`config.mk`:
```
export PLATFORM = sky130hd
export DESIGN_NAME = odtf_cordic
export DESIGN_NICKNAME = d
export VERILOG_FILES = /design/src/rtl/odtf_pkg.sv /design/src/rtl/odtf_cordic.sv
export SDC_FILE = /design/constraint.sdc
export NUM_CORES = 1
export LEC_CHECK = 0
export BUFFER_PORTS_ARGS = -buffer_cell sky130_fd_sc_hd__clkbuf_2
export CAP_MARGIN = 25
export CORE_MARGIN = 2
export CORE_UTILIZATION = 65
export DETAILED_ROUTE_END_ITERATION = 7
export PLACE_DENSITY = 0.83
export RECOVER_POWER = 50
export SLEW_MARGIN = 20
export SYNTH_ARGS = -nofsm -noshare
export SYNTH_HDL_FRONTEND = slang
export SYNTH_SLANG_ARGS = --single-unit
export TNS_END_PERCENT = 5
```
`constraint.sdc`:
```
create_clock -name i_clk -period 17.25 [get_ports i_clk]
set_clock_uncertainty 0.15 [all_clocks]
set_input_delay 1.725 -clock i_clk [delete_from_list [all_inputs] [get_ports i_clk]]
set_output_delay 1.725 -clock i_clk [all_outputs]
set_load 0.05 [all_outputs]
```
`src/rtl/odtf_pkg.sv`:
```
// Shared types and constants for the odometry-to-field pose transform.
// Used by odtf_cordic, odtf_pipe and odom_to_field_pose_transform.
package odtf_pkg;

    localparam int TRIG_WIDTH      = 18;
    localparam int TRIG_ONE        = 65536;
    localparam int CORDIC_WIDTH    = 34;
    localparam int CORDIC_GAIN_Q30 = 652032874;
    localparam int ATAN_ENTRIES    = 24;
    localparam int CFG_INDEX_WIDTH = 2;

    typedef enum logic [CFG_INDEX_WIDTH-1:0] {
        CFG_ANCHOR_X       = 2'd0,
        CFG_ANCHOR_Y       = 2'd1,
        CFG_ANCHOR_HEADING = 2'd2
    } t_cfg_index;

    typedef enum logic [1:0] {
        CS_IDLE,
        CS_RUN,
        CS_DONE
    } t_cordic_state;

    typedef struct packed {
        logic signed [TRIG_WIDTH-1:0] cosine;
        logic signed [TRIG_WIDTH-1:0] sine;
    } t_trig;

    typedef struct packed {
        logic [2:0] stage_valid;
    } t_pipe_stat;

    // atan(2^-i) in binary-angle units of 2^32 per turn
    function automatic logic [31:0] atan_turn32(input logic [4:0] idx);
        logic [31:0] v;
        unique case (idx)
            5'd0:    v = 32'd536870912;
            5'd1:    v = 32'd316933406;
            5'd2:    v = 32'd167458907;
            5'd3:    v = 32'd85004756;
            5'd4:    v = 32'd42667331;
            5'd5:    v = 32'd21354465;
            5'd6:    v = 32'd10679838;
            5'd7:    v = 32'd5340245;
            5'd8:    v = 32'd2670163;
            5'd9:    v = 32'd1335087;
            5'd10:   v = 32'd667544;
            5'd11:   v = 32'd333772;
            5'd12:   v = 32'd166886;
            5'd13:   v = 32'd83443;
            5'd14:   v = 32'd41722;
            5'd15:   v = 32'd20861;
            5'd16:   v = 32'd10430;
            5'd17:   v = 32'd5215;
            5'd18:   v = 32'd2608;
            5'd19:   v = 32'd1304;
            5'd20:   v = 32'd652;
            5'd21:   v = 32'd326;
            5'd22:   v = 32'd163;
            5'd23:   v = 32'd81;
            default: v = 32'd0;
        endcase
        return v;
    endfunction

endpackage

```
`src/rtl/odtf_cordic.sv`:
```
// Iterative rotation-mode CORDIC: cosine and sine of the anchor heading.
// One micro-rotation per cycle; depends on odtf_pkg.
module odtf_cordic #(
    parameter int ANGLE_WIDTH  = 16,
    parameter int CORDIC_STEPS = 16
) (
    input  logic                   i_clk,
    input  logic                   i_rst_n,
    input  logic                   i_start,
    input  logic [ANGLE_WIDTH-1:0] i_heading,
    output logic                   o_busy,
    output odtf_pkg::t_trig        o_trig
);
    import odtf_pkg::*;

    localparam int NSTEPS = (CORDIC_STEPS > ATAN_ENTRIES) ? ATAN_ENTRIES : CORDIC_STEPS;
    localparam int STEP_W = (NSTEPS > 1) ? $clog2(NSTEPS) : 1;

    t_cordic_state r_state, n_state;
    logic [STEP_W-1:0] r_step;
    logic signed [CORDIC_WIDTH-1:0] r_x, r_y, r_z;
    logic signed [CORDIC_WIDTH-1:0] n_x, n_y, n_z;
    logic signed [CORDIC_WIDTH-1:0] x0, z0, dx, dy, at;
    logic [31:0] z32, zoff, zrot;
    logic flip, load, step_en, commit, last_step;
    t_trig r_trig;

    function automatic logic signed [TRIG_WIDTH-1:0] round_q16(
        input logic signed [CORDIC_WIDTH-1:0] v
    );
        logic signed [CORDIC_WIDTH-1:0] r;
        logic signed [CORDIC_WIDTH-1:0] q;
        r = v + CORDIC_WIDTH'(8192);
        q = r >>> 14;
        if (&q[CORDIC_WIDTH-1:TRIG_WIDTH-1] || ~|q[CORDIC_WIDTH-1:TRIG_WIDTH-1]) begin
            return q[TRIG_WIDTH-1:0];
        end
        return {q[CORDIC_WIDTH-1], {(TRIG_WIDTH-1){~q[CORDIC_WIDTH-1]}}};
    endfunction

    always_comb begin
        z32  = {i_heading, {(32-ANGLE_WIDTH){1'b0}}};
        zoff = z32 - 32'h4000_0000;
        flip = !zoff[31];
        zrot = flip ? (z32 - 32'h8000_0000) : z32;
        z0   = {{(CORDIC_WIDTH-32){zrot[31]}}, zrot};
        x0   = flip ? -CORDIC_WIDTH'(CORDIC_GAIN_Q30) : CORDIC_WIDTH'(CORDIC_GAIN_Q30);
    end

    always_comb begin
        last_step = (r_step == STEP_W'(NSTEPS - 1));
        dx = r_y >>> r_step;
        dy = r_x >>> r_step;
        at = {{(CORDIC_WIDTH-32){1'b0}}, atan_turn32(5'(r_step))};
        if (!r_z[CORDIC_WIDTH-1]) begin
            n_x = r_x - dx;
            n_y = r_y + dy;
            n_z = r_z - at;
        end else begin
            n_x = r_x + dx;
            n_y = r_y - dy;
            n_z = r_z + at;
        end
    end

    always_comb begin
        n_state = r_state;
        unique case (r_state)
            CS_IDLE: if (i_start) n_state = CS_RUN;
            CS_RUN:  if (last_step) n_state = CS_DONE;
            CS_DONE: n_state = CS_IDLE;
            default: n_state = CS_IDLE;
        endcase
    end

    always_comb begin
        load    = 1'b0;
        step_en = 1'b0;
        commit  = 1'b0;
        o_busy  = 1'b1;
        unique case (r_state)
            CS_IDLE: begin
                load   = i_start;
                o_busy = 1'b0;
            end
            CS_RUN:  step_en = 1'b1;
            CS_DONE: commit = 1'b1;
            default: o_busy = 1'b1;
        endcase
    end

    always_ff @(posedge i_clk) begin
        if (!i_rst_n) begin
            r_state       <= CS_IDLE;
            r_trig.cosine <= TRIG_WIDTH'(TRIG_ONE);
            r_trig.sine   <= '0;
        end else begin
            r_state <= n_state;
            if (commit) begin
                r_trig.cosine <= round_q16(r_x);
                r_trig.sine   <= round_q16(r_y);
            end
        end
    end

    always_ff @(posedge i_clk) begin
        if (load) begin
            r_x    <= x0;
            r_y    <= '0;
            r_z    <= z0;
            r_step <= '0;
        end else if (step_en) begin
            r_x    <= n_x;
            r_y    <= n_y;
            r_z    <= n_z;
            r_step <= r_step + STEP_W'(1);
        end
    end

    assign o_trig = r_trig;

endmodule

```
### Word-level counts from Yosys, hierarchy flattened

Memories as Yosys holds them, arrays and structs flattened. A register that Yosys moved wholly into a read port is not among the register bits.
Index checks and enable logic that the tools add are counted.

* div/mod/pow operators: 0
* bitwise operators: 2
* reduce and logical (&&, ||, !) cells: 11
* $lt $le $gt $ge: 0
* shift-type cells: 2
* eq/ne operators: 5
* $add $sub $neg: 11
* multiplexer cells: 28
* multipliers: 0

Operators by type and width (count)
* two-way mux 34 bit: 8
* two-way mux 18 bit: 4
* adder 34 x 15 -> 34 bit (second input constant): 2
* adder 34 bit: 2
* >>> shifter 34 x 4 -> 34 bit: 2
* subtractor 34 bit: 2
* adder 34 x 33 -> 34 bit: 1
* subtractor 34 x 33 -> 34 bit: 1
* two-way mux 32 bit: 1
* subtractor 32 x 31 -> 32 bit (second input constant): 1
* subtractor 32 bit (second input constant): 1
* two-way mux 1 bit: 10
* two-way mux 4 bit: 2
* AND reduction 3 bit: 2
* OR reduction 3 bit: 2
* adder 4 x 1 -> 4 bit (second input constant): 1
* == test 4 bit (second input constant): 1
* two-way mux 2 bit: 2
* inequality test 2 bit (second input constant): 2
* case mux 2 bit (2 select lines): 1
* == test 2 x 1 -> 1 bit (second input constant): 1
* == test 2 bit (second input constant): 1
* zero test 1 bit: 2
* zero test 2 bit: 1
* other kinds (4): 6

* memories kept: 1
* latch bits: 0
* bits in registers: 144
* output and inout bits: 37
* memory bits (read-only): 480
* memory bits (writable): 0

Memory list
* (name not given): depth 16, width 30, read ports 1, clocked after Yosys merged registers in 1, write ports 0, RTL line odtf_pkg.sv:36 `unique case (idx)`

### Longest topological paths before layout

Gate-level depths: netlist of the first run.

* depth after elaboration: 8
* mapped depth: 29
* depth with buffers taken out: 24

### Worst setup path after synthesis of the first run

OpenSTA, ideal clock, no wires.

* path kind: register to register
* start: register r_step[2]
* end: register r_x[32], data pin
* slack: 11.262 ns
* cell stages (with the launch flop): 25
* arrival: 5.664 ns
* period minus slack after synthesis: 5.988 ns
* buffers on the path: 7
* library setup time: 0.174 ns
* cell sequence: dfxtp_1 -> buf_2 -> buf_1 -> clkbuf_1 -> buf_2 -> clkbuf_1 -> buf_1 -> buf_1 -> o21a_1 -> ha_1 -> inv_1 -> a211oi_2 -> a31oi_1 -> xnor2_1 -> ha_1 -> a21o_1 -> a21o_1 -> a2111oi_0 -> o21ai_0 -> nand4_1 -> nand3b_1 -> a311oi_1 -> o311ai_0 -> mux2i_1 -> a311oi_1

* cells in the longest elaborated chain, start to end: 5
* elaborated cells between the ends (all ways): 6

Ends and longest elaborated chain
* start, declared: RTL line odtf_cordic.sv:20 `logic [STEP_W-1:0] r_step;`
* start signal, assigned: RTL line odtf_cordic.sv:116 `r_step <= r_step + STEP_W'(1);`
* >>> shifter 34 x 4 -> 34 bit *: RTL line odtf_cordic.sv:52 `dx = r_y >>> r_step;`
* subtractor 34 bit / adder 34 bit (equally long branches): RTL line odtf_cordic.sv:56, odtf_cordic.sv:60
* two-way mux 34 bit *: RTL line odtf_cordic.sv:55 `if (!r_z[CORDIC_WIDTH-1]) begin`
* two-way mux 34 bit *: RTL line odtf_cordic.sv:112 `end else if (step_en) begin`
* two-way mux 34 bit *: RTL line odtf_cordic.sv:107 `if (load) begin`
* end signal, assigned: RTL line odtf_cordic.sv:113 `r_x <= n_x;`
* end, declared: RTL line odtf_cordic.sv:21 `logic signed [CORDIC_WIDTH-1:0] r_x, r_y, r_z;`

Mark *: on every way between the ends. The rest lies on a longest branch, timed or not. The select of a mux whose other input is x is not followed.
A chain may end at the register's enable or synchronous reset.

### Worst setup path in the final report of the first run

* start: register r_step[1]
* end: register r_y[30]

* cells in the longest elaborated chain, start to end: 3
* elaborated cells between the ends (all ways): 4

Ends and longest elaborated chain
* >>> shifter 34 x 4 -> 34 bit *: RTL line odtf_cordic.sv:53 `dy = r_x >>> r_step;`
* adder 34 bit / subtractor 34 bit (equally long branches): RTL line odtf_cordic.sv:57, odtf_cordic.sv:61
* two-way mux 34 bit *: RTL line odtf_cordic.sv:55
* end signal, assigned: RTL line odtf_cordic.sv:114 `r_y <= n_y;`
* end, declared: RTL line odtf_cordic.sv:21

Mark *: on every way between the ends. The rest lies on a longest branch, timed or not.

==> results of run 1 <==
## state kept, by name (all words and copies together) (netlist names)
signal,cells
r_x,34
at,30
r_step,4
r_y,34
r_state,2
o_trig,36
r_z,34
## Yosys cell counts, types with 12 or more instances
library cell,n,share of area
buf_1,22,0.0045
a21oi_1,198,0.054
nand4_1,22,0.0076
nor2b_1,14,0.0048
o21a_1,20,0.0082
nor3_1,35,0.0096
nand2b_1,22,0.0076
o21bai_1,17,0.0070
o221a_2,16,0.0099
a21o_1,59,0.024
buf_2,18,0.0049
nor2_1,185,0.038
and3_1,25,0.0086
or3_1,21,0.0072
nand3_1,48,0.013
xor2_1,100,0.048
ha_1,113,0.078
dfxtp_1,106,0.12
or2_2,12,0.0041
a211oi_1,21,0.0087
edfxtp_1,68,0.11
nand2_1,229,0.047
o21ai_0,147,0.040
o31ai_1,15,0.0062
mux2i_1,35,0.019
and2_1,27,0.0093
a31oi_1,32,0.011
xnor2_1,111,0.053
o211a_1,20,0.011
mux2_2,30,0.019
clkbuf_1,94,0.019
mux4_2,61,0.075
inv_1,59,0.012
o211ai_1,24,0.0099
## worst max-delay path by stage
stage / slack (ps) / to / start
floorplan: 11260 / r_x[32]$_DFFE_PP_ / r_step[2]$_SDFFE_PP0P_
global placement: 10840 / r_x[32]$_DFFE_PP_ / r_step[1]$_SDFFE_PP0P_
detailed placement: 10700 / r_x[32]$_DFFE_PP_ / r_step[1]$_SDFFE_PP0P_
CTS: 10680 / r_x[32]$_DFFE_PP_ / r_step[1]$_SDFFE_PP0P_
global route: 6440 / r_y[30]$_SDFFE_PP0P_ / r_step[1]$_SDFFE_PP0P_
finish: 7250 / r_y[30]$_SDFFE_PP0P_ / r_step[1]$_SDFFE_PP0P_
## metal layers
layer	vias up	part of all wire	track usage
li1	7990	-	-
met1	7912	0.39	0.400
met2	868	0.46	0.578
met3	239	0.079	0.0545
met4	2	0.071	0.231
met5	-	0.00028	0
## worst reg2reg max path, stage by stage (launching register included)
cell,delay (ps)
dfxtp_1,730
clkbuf_1,3020
nor2_1,1130
a222oi_1,670
a22o_1,250
ha_1,130
inv_1,30
mux2_1,320
fa_1,460
a21o_1,180
a21o_1,210
a2111oi_0,530
o21bai_1,220
a311oi_1,720
o21ba_2,350
o211ai_1,130
and3_1,180
or3_1,340
a21oi_1,140
## kinds of logic (layout without fill, tap and decap cells)
family                     Yosys count  in the layout  synth area share
AOI/OAI and AO/OA                  661            661             0.237
adders and majority gates          116            116            0.0809
DFF                                174            174             0.229
buffers and inverters              209            164            0.0487
xor gates and xnor gates           211            211             0.101
muxes                              135            135             0.125
and+or+nand+nor                    689            689             0.179
## cell type report
cell class / count / area share
well taps: 378 / 0.0250
inverters: 64 / 0.0127
clock buffers: 17 / 0.0225
flip-flops and latches: 174 / 0.220
clock inverters: 15 / 0.00799
multi-input cells: 1812 / 0.695
repair buffers: 68 / 0.0165
## per-stage QoR
step	std cells	area (um^2)	util	setup slack, ps	hold WS (ps)
floorplan	2195	18200	-	11260	315
global placement	2496	18400	0.666	10840	325
detailed placement	2496	18400	0.666	10700	336
CTS	2528	19000	0.686	10680	353
global route	2528	18900	0.684	6440	369
finish	2528	18900	0.684	7250	352
==> flow_metrics.py, run 1 <==
metrics = {
    "run_status": {
        "status": "complete, but fails checks",
        "violations": "max-capacitance violations, max-slew violations",
    },
    "worst_setup_path": {
        "critPathMaxFanout": 74,
        "reg2reg_to": "r_y[30]$_SDFFE_PP0P_",
        "start_kind": "flop",
        "cp_slowest_cell": "clkbuf_1",
        "worstPathCellList": "clkbuf_1 > nor2_1 > a222oi_1 > a22o_1 > ha_1 > inv_1 > mux2_1 > fa_1 > a21o_1 > a21o_1 > a2111oi_0 > o21bai_1 > a311oi_1 > o21ba_2 > o211ai_1 > and3_1 > or3_1 > a21oi_1",
        "rr_worst_depth": 18,
        "cp_num_buf_inv": 2,
        "rr_startpoint": "r_step[1]$_SDFFE_PP0P_",
        "end_kind": "flop",
        "crit_type": "reg -> reg",
        "ff2ff_setup_slack_ps": 7250,
        "path_depth": 18,
        "cp_data_arrival_time_ps": 10200,
        "crit_top_cell": "a21o_1",
        "cp_slowest_stage_delay_ps": 3010,
        "crit_required_ps": 17450,
        "cp_top_family": "compound AO/OA/AOI/OAI gates",
    },
    "sta": {
        "hold_violations": 0,
        "rsz0062_at_grt": "false",
        "tightestPinTransition_ps": 4230,
        "setup_viol": 0,
        "drv_slew": 272,
        "fin_crit_sh": 0.579,
        "fin_setup_tns_ps": 0,
        "maxSlewHeadroom": -1.82,
        "max_freq_mhz": 100,
        "fin_crit_ps": 10000,
    },
    "die": {
        "start_util": 0.658,
        "die_x_um": 171,
        "core_um2": 27700,
        "die_area_um2": 29400,
        "std_cell_rows": 61,
        "fp.dieH_um": 171,
        "top_level_ports": 56,
    },
    "layout": {
        "num-fill-cells": 2323,
        "area_growth_pct": 3.99,
        "multi_input_area_um2": 13200,
        "mostFrequentLayoutCell": "nand2_1",
        "regArea_um2": 4170,
        "drive_gt1_frac": 0.0907,
        "final_nets": 2272,
        "final_cell_mix": "nand2_1 (229), a21oi_1 (198), nor2_1 (185)",
        "antenna_cells": 0,
    },
    "hold_path": {
        "min-delay-start": "o_trig[9]$_SDFFE_PN0N_",
        "hp-class": "reg -> reg",
        "min_to": "o_trig[9]$_SDFFE_PN0N_",
        "holdPathStages": 1,
    },
    "global_route": {
        "antenna_found_initial": 1,
        "track_usage": 0.342,
        "grt_pass1_wl_um": 80300,
        "grt.overflow.total": 0,
        "grt_pass1_vias": 16200,
        "grt_max_degree": 93,
    },
    "routing": {
        "ant_nets": 0,
        "drc": 0,
        "viasPerCell": 6.73,
        "num_vias": 17000,
        "wl_per_cell_um": 20.1,
        "wirelength_um": 50700,
        "drt_iter0_drc": 1513,
        "drt_pass1_iterations": 6,
    },
    "clock_tree": {
        "cts_max_path_buffers": 2,
        "clockRootBuffer": "clkbuf_16",
        "clk_latency_ps": 450,
        "hold_buffers": 0,
        "postCtsSetupBuffers": 0,
        "cts_resized": 0,
        "clkSinkCount": 174,
        "cts_made_buffers": 17,
        "path_clk_slew_ps": 80,
        "htreeDepth": 4,
        "cts_tree": "built",
    },
    "synth": {
        "synth_edf_count": 68,
        "synth-seq-area-share": 0.229,
        "yosys_warnings": 0,
        "syn_avg_cell_area_um2": 8.30,
        "syn_area_um2": 18200,
        "synthesis.instances": 2195,
        "syn_nets": 2330,
        "ys_ff_latch": 174,
        "ys.flop_type": "dfxtp_1",
        "ys_types": 91,
        "async_flop_share": 0,
    },
    "placement": {
        "place_congestion": 0.951,
        "dpl.hpwl_um": 36600,
        "portBuffers": 55,
    },
    "job": {
        "max_cap_violations": 6,
    },
}
Power of run 1 is left out: the tool's default activity adds up to more than one toggle a clock period on the data nets, which glitch-free logic cannot reach.
==> run 2: changes to the inputs <==
- CORE_UTILIZATION: 65 -> 59
- PLACE_DENSITY: 0.83 -> 0.79
- clock period: 17.25 -> 8.1 ns (I/O delays scaled with it)
==> flow_metrics.py, run 2 (synthesis gave the netlist of run 1 again) <==
metrics = {
    "run_status": {
        "status": "complete, but fails checks",
        "violations": "max-capacitance violations, max-slew violations",
    },
    "clock_tree": {
        "cts_resized": 0,
        "htreeDepth": 4,
        "clockRootBuffer": "clkbuf_16",
        "cts_max_path_buffers": 2,
        "cts_tree": "built",
        "clkSinkCount": 174,
        "postCtsSetupBuffers": 0,
        "clk_latency_ps": 460,
        "hold_buffers": 0,
        "cts_made_buffers": 17,
        "path_clk_slew_ps": 70,
    },
    "worst_setup_path": {
        "cp_data_arrival_time_ps": 6920,
        "end_kind": "flop",
        "cp_slowest_stage_delay_ps": 850,
        "cp_slowest_cell": "dfxtp_4",
        "worstPathCellList": "buf_4 > nor2b_1 > a222oi_1 > a22o_1 > ha_1 > inv_1 > mux2_2 > fa_1 > a21o_1 > a21o_1 > a2111oi_0 > o21bai_1 > a311oi_1 > o21ba_2 > o211ai_1 > and3_1 > or3_1 > a21oi_1",
        "cp_top_family": "compound AO/OA/AOI/OAI gates",
        "start_kind": "flop",
        "crit_type": "reg -> reg",
        "crit_required_ps": 8300,
        "crit_top_cell": "a21o_1",
        "critPathMaxFanout": 54,
        "cp_num_buf_inv": 2,
    },
    "layout": {
        "multi_input_area_um2": 13200,
        "final_nets": 2274,
        "mostFrequentLayoutCell": "nand2_1",
        "largest_reg_flops": 36,
        "drive_gt1_frac": 0.0948,
        "regArea_um2": 4170,
        "final_cell_mix": "nand2_1 (228), a21oi_1 (198), nor2_1 (185)",
        "num-fill-cells": 2674,
        "fin_area_um2": 19000,
        "area_growth_pct": 4.31,
        "antenna_cells": 0,
    },
    "die": {
        "std_cell_rows": 64,
        "start_util": 0.597,
        "die_area_um2": 32300,
        "core_um2": 30500,
        "fp.dieH_um": 180,
        "top_level_ports": 56,
        "die_x_um": 180,
    },
    "job": {
        "max_cap_violations": 4,
    },
    "placement": {
        "place_congestion": 0.954,
        "portBuffers": 55,
        "pre_cts_ws_ps": 1570,
        "dpl.hpwl_um": 36400,
        "dpl_cell_area_um2": 18500,
    },
    "sta": {
        "tightestPinTransition_ps": 3820,
        "maxSlewHeadroom": -1.55,
        "postLayoutSetupSlackWorst_ps": 1390,
        "hold_violations": 0,
        "fin_crit_sh": 0.829,
        "setup_viol": 0,
        "rsz0062_at_grt": "false",
        "fin_crit_ps": 6710,
        "max_freq_mhz": 149,
        "drv_slew": 204,
        "fin_setup_tns_ps": 0,
    },
    "global_route": {
        "antenna_found_initial": 1,
        "grtUsageMet2": 0.519,
        "grt_pass1_wl_um": 81200,
        "track_usage": 0.304,
        "use_met3": 0.0592,
        "grt_pass1_vias": 16300,
        "grtUsageMet1": 0.368,
        "grt_max_degree": 70,
        "grt.overflow.total": 0,
        "busiest_layer": "met2",
    },
    "routing": {
        "num_vias": 17000,
        "wirelength_um": 50600,
        "drc": 0,
        "drt_iter0_drc": 1539,
        "viasPerCell": 6.66,
        "wl_per_cell_um": 19.9,
        "drt_pass1_iterations": 6,
        "ant_nets": 0,
    },
    "hold_path": {
        "hp-class": "reg -> reg",
    },
}
run 2: changes by cell type in the layout (fill, tap and decap cells not counted), sizes merged:
| cell | delta |
|---|---|
| buf | +2 |
| clkinvlp | -2 |
| clkbuf | +1 |
| inv | +1 |
run 2: path summary, 6_finish.rpt:
check | startpoint | end | slack [ps] | cells after the start
hold reg to reg | o_trig[16]$_SDFFE_PN0N_ | o_trig[16]$_SDFFE_PN0N_ | 350 | 1
setup / recovery | r_step[1]$_SDFFE_PP0P_ | r_y[30]$_SDFFE_PP0P_ | 1390 | 18
hold / removal | o_trig[16]$_SDFFE_PN0N_ | o_trig[16]$_SDFFE_PN0N_ | 350 | 1
setup reg to reg | r_step[1]$_SDFFE_PP0P_ | r_y[30]$_SDFFE_PP0P_ | 1390 | 18
run 2: stage by stage:
stage	cells	hold slack, ps	utilization
after floorplan	2195	315	-
after global placement	2516	329	0.606
after detailed placement	2516	337	0.606
after CTS	2548	352	0.625
after global routing	2548	365	0.623
final	2548	349	0.623
run 2: worst reg2reg max path: stages, from the launching register on:
cell       delay, ps
dfxtp_4          850
buf_4            550
nor2b_1          480
a222oi_1         220
a22o_1           300
ha_1             280
inv_1             30
mux2_2           280
fa_1             440
a21o_1           180
a21o_1           210
a2111oi_0        470
o21bai_1         210
a311oi_1         810
o21ba_2          370
o211ai_1         140
and3_1           180
or3_1            330
a21oi_1          130
run 2: layout make-up:
cell class / instances / share of cell area
repair buffers: 70 / 0.0174
well taps: 396 / 0.0261
flip-flops and latches: 174 / 0.220
inverters: 64 / 0.0126
clock buffers: 18 / 0.0231
clock inverters: 14 / 0.00757
multi-input cells: 1812 / 0.694
run 2: per-layer routing:
metal  vias to the layer above  wire (um)  share of wire
li1                       8004          -              -
met1                      8015      20100           0.40
met2                       789      24300           0.48
met3                       170       3910          0.077
met4                         2       2240          0.044
met5                         -         11        0.00022
Power of run 2 is left out for the same reason.
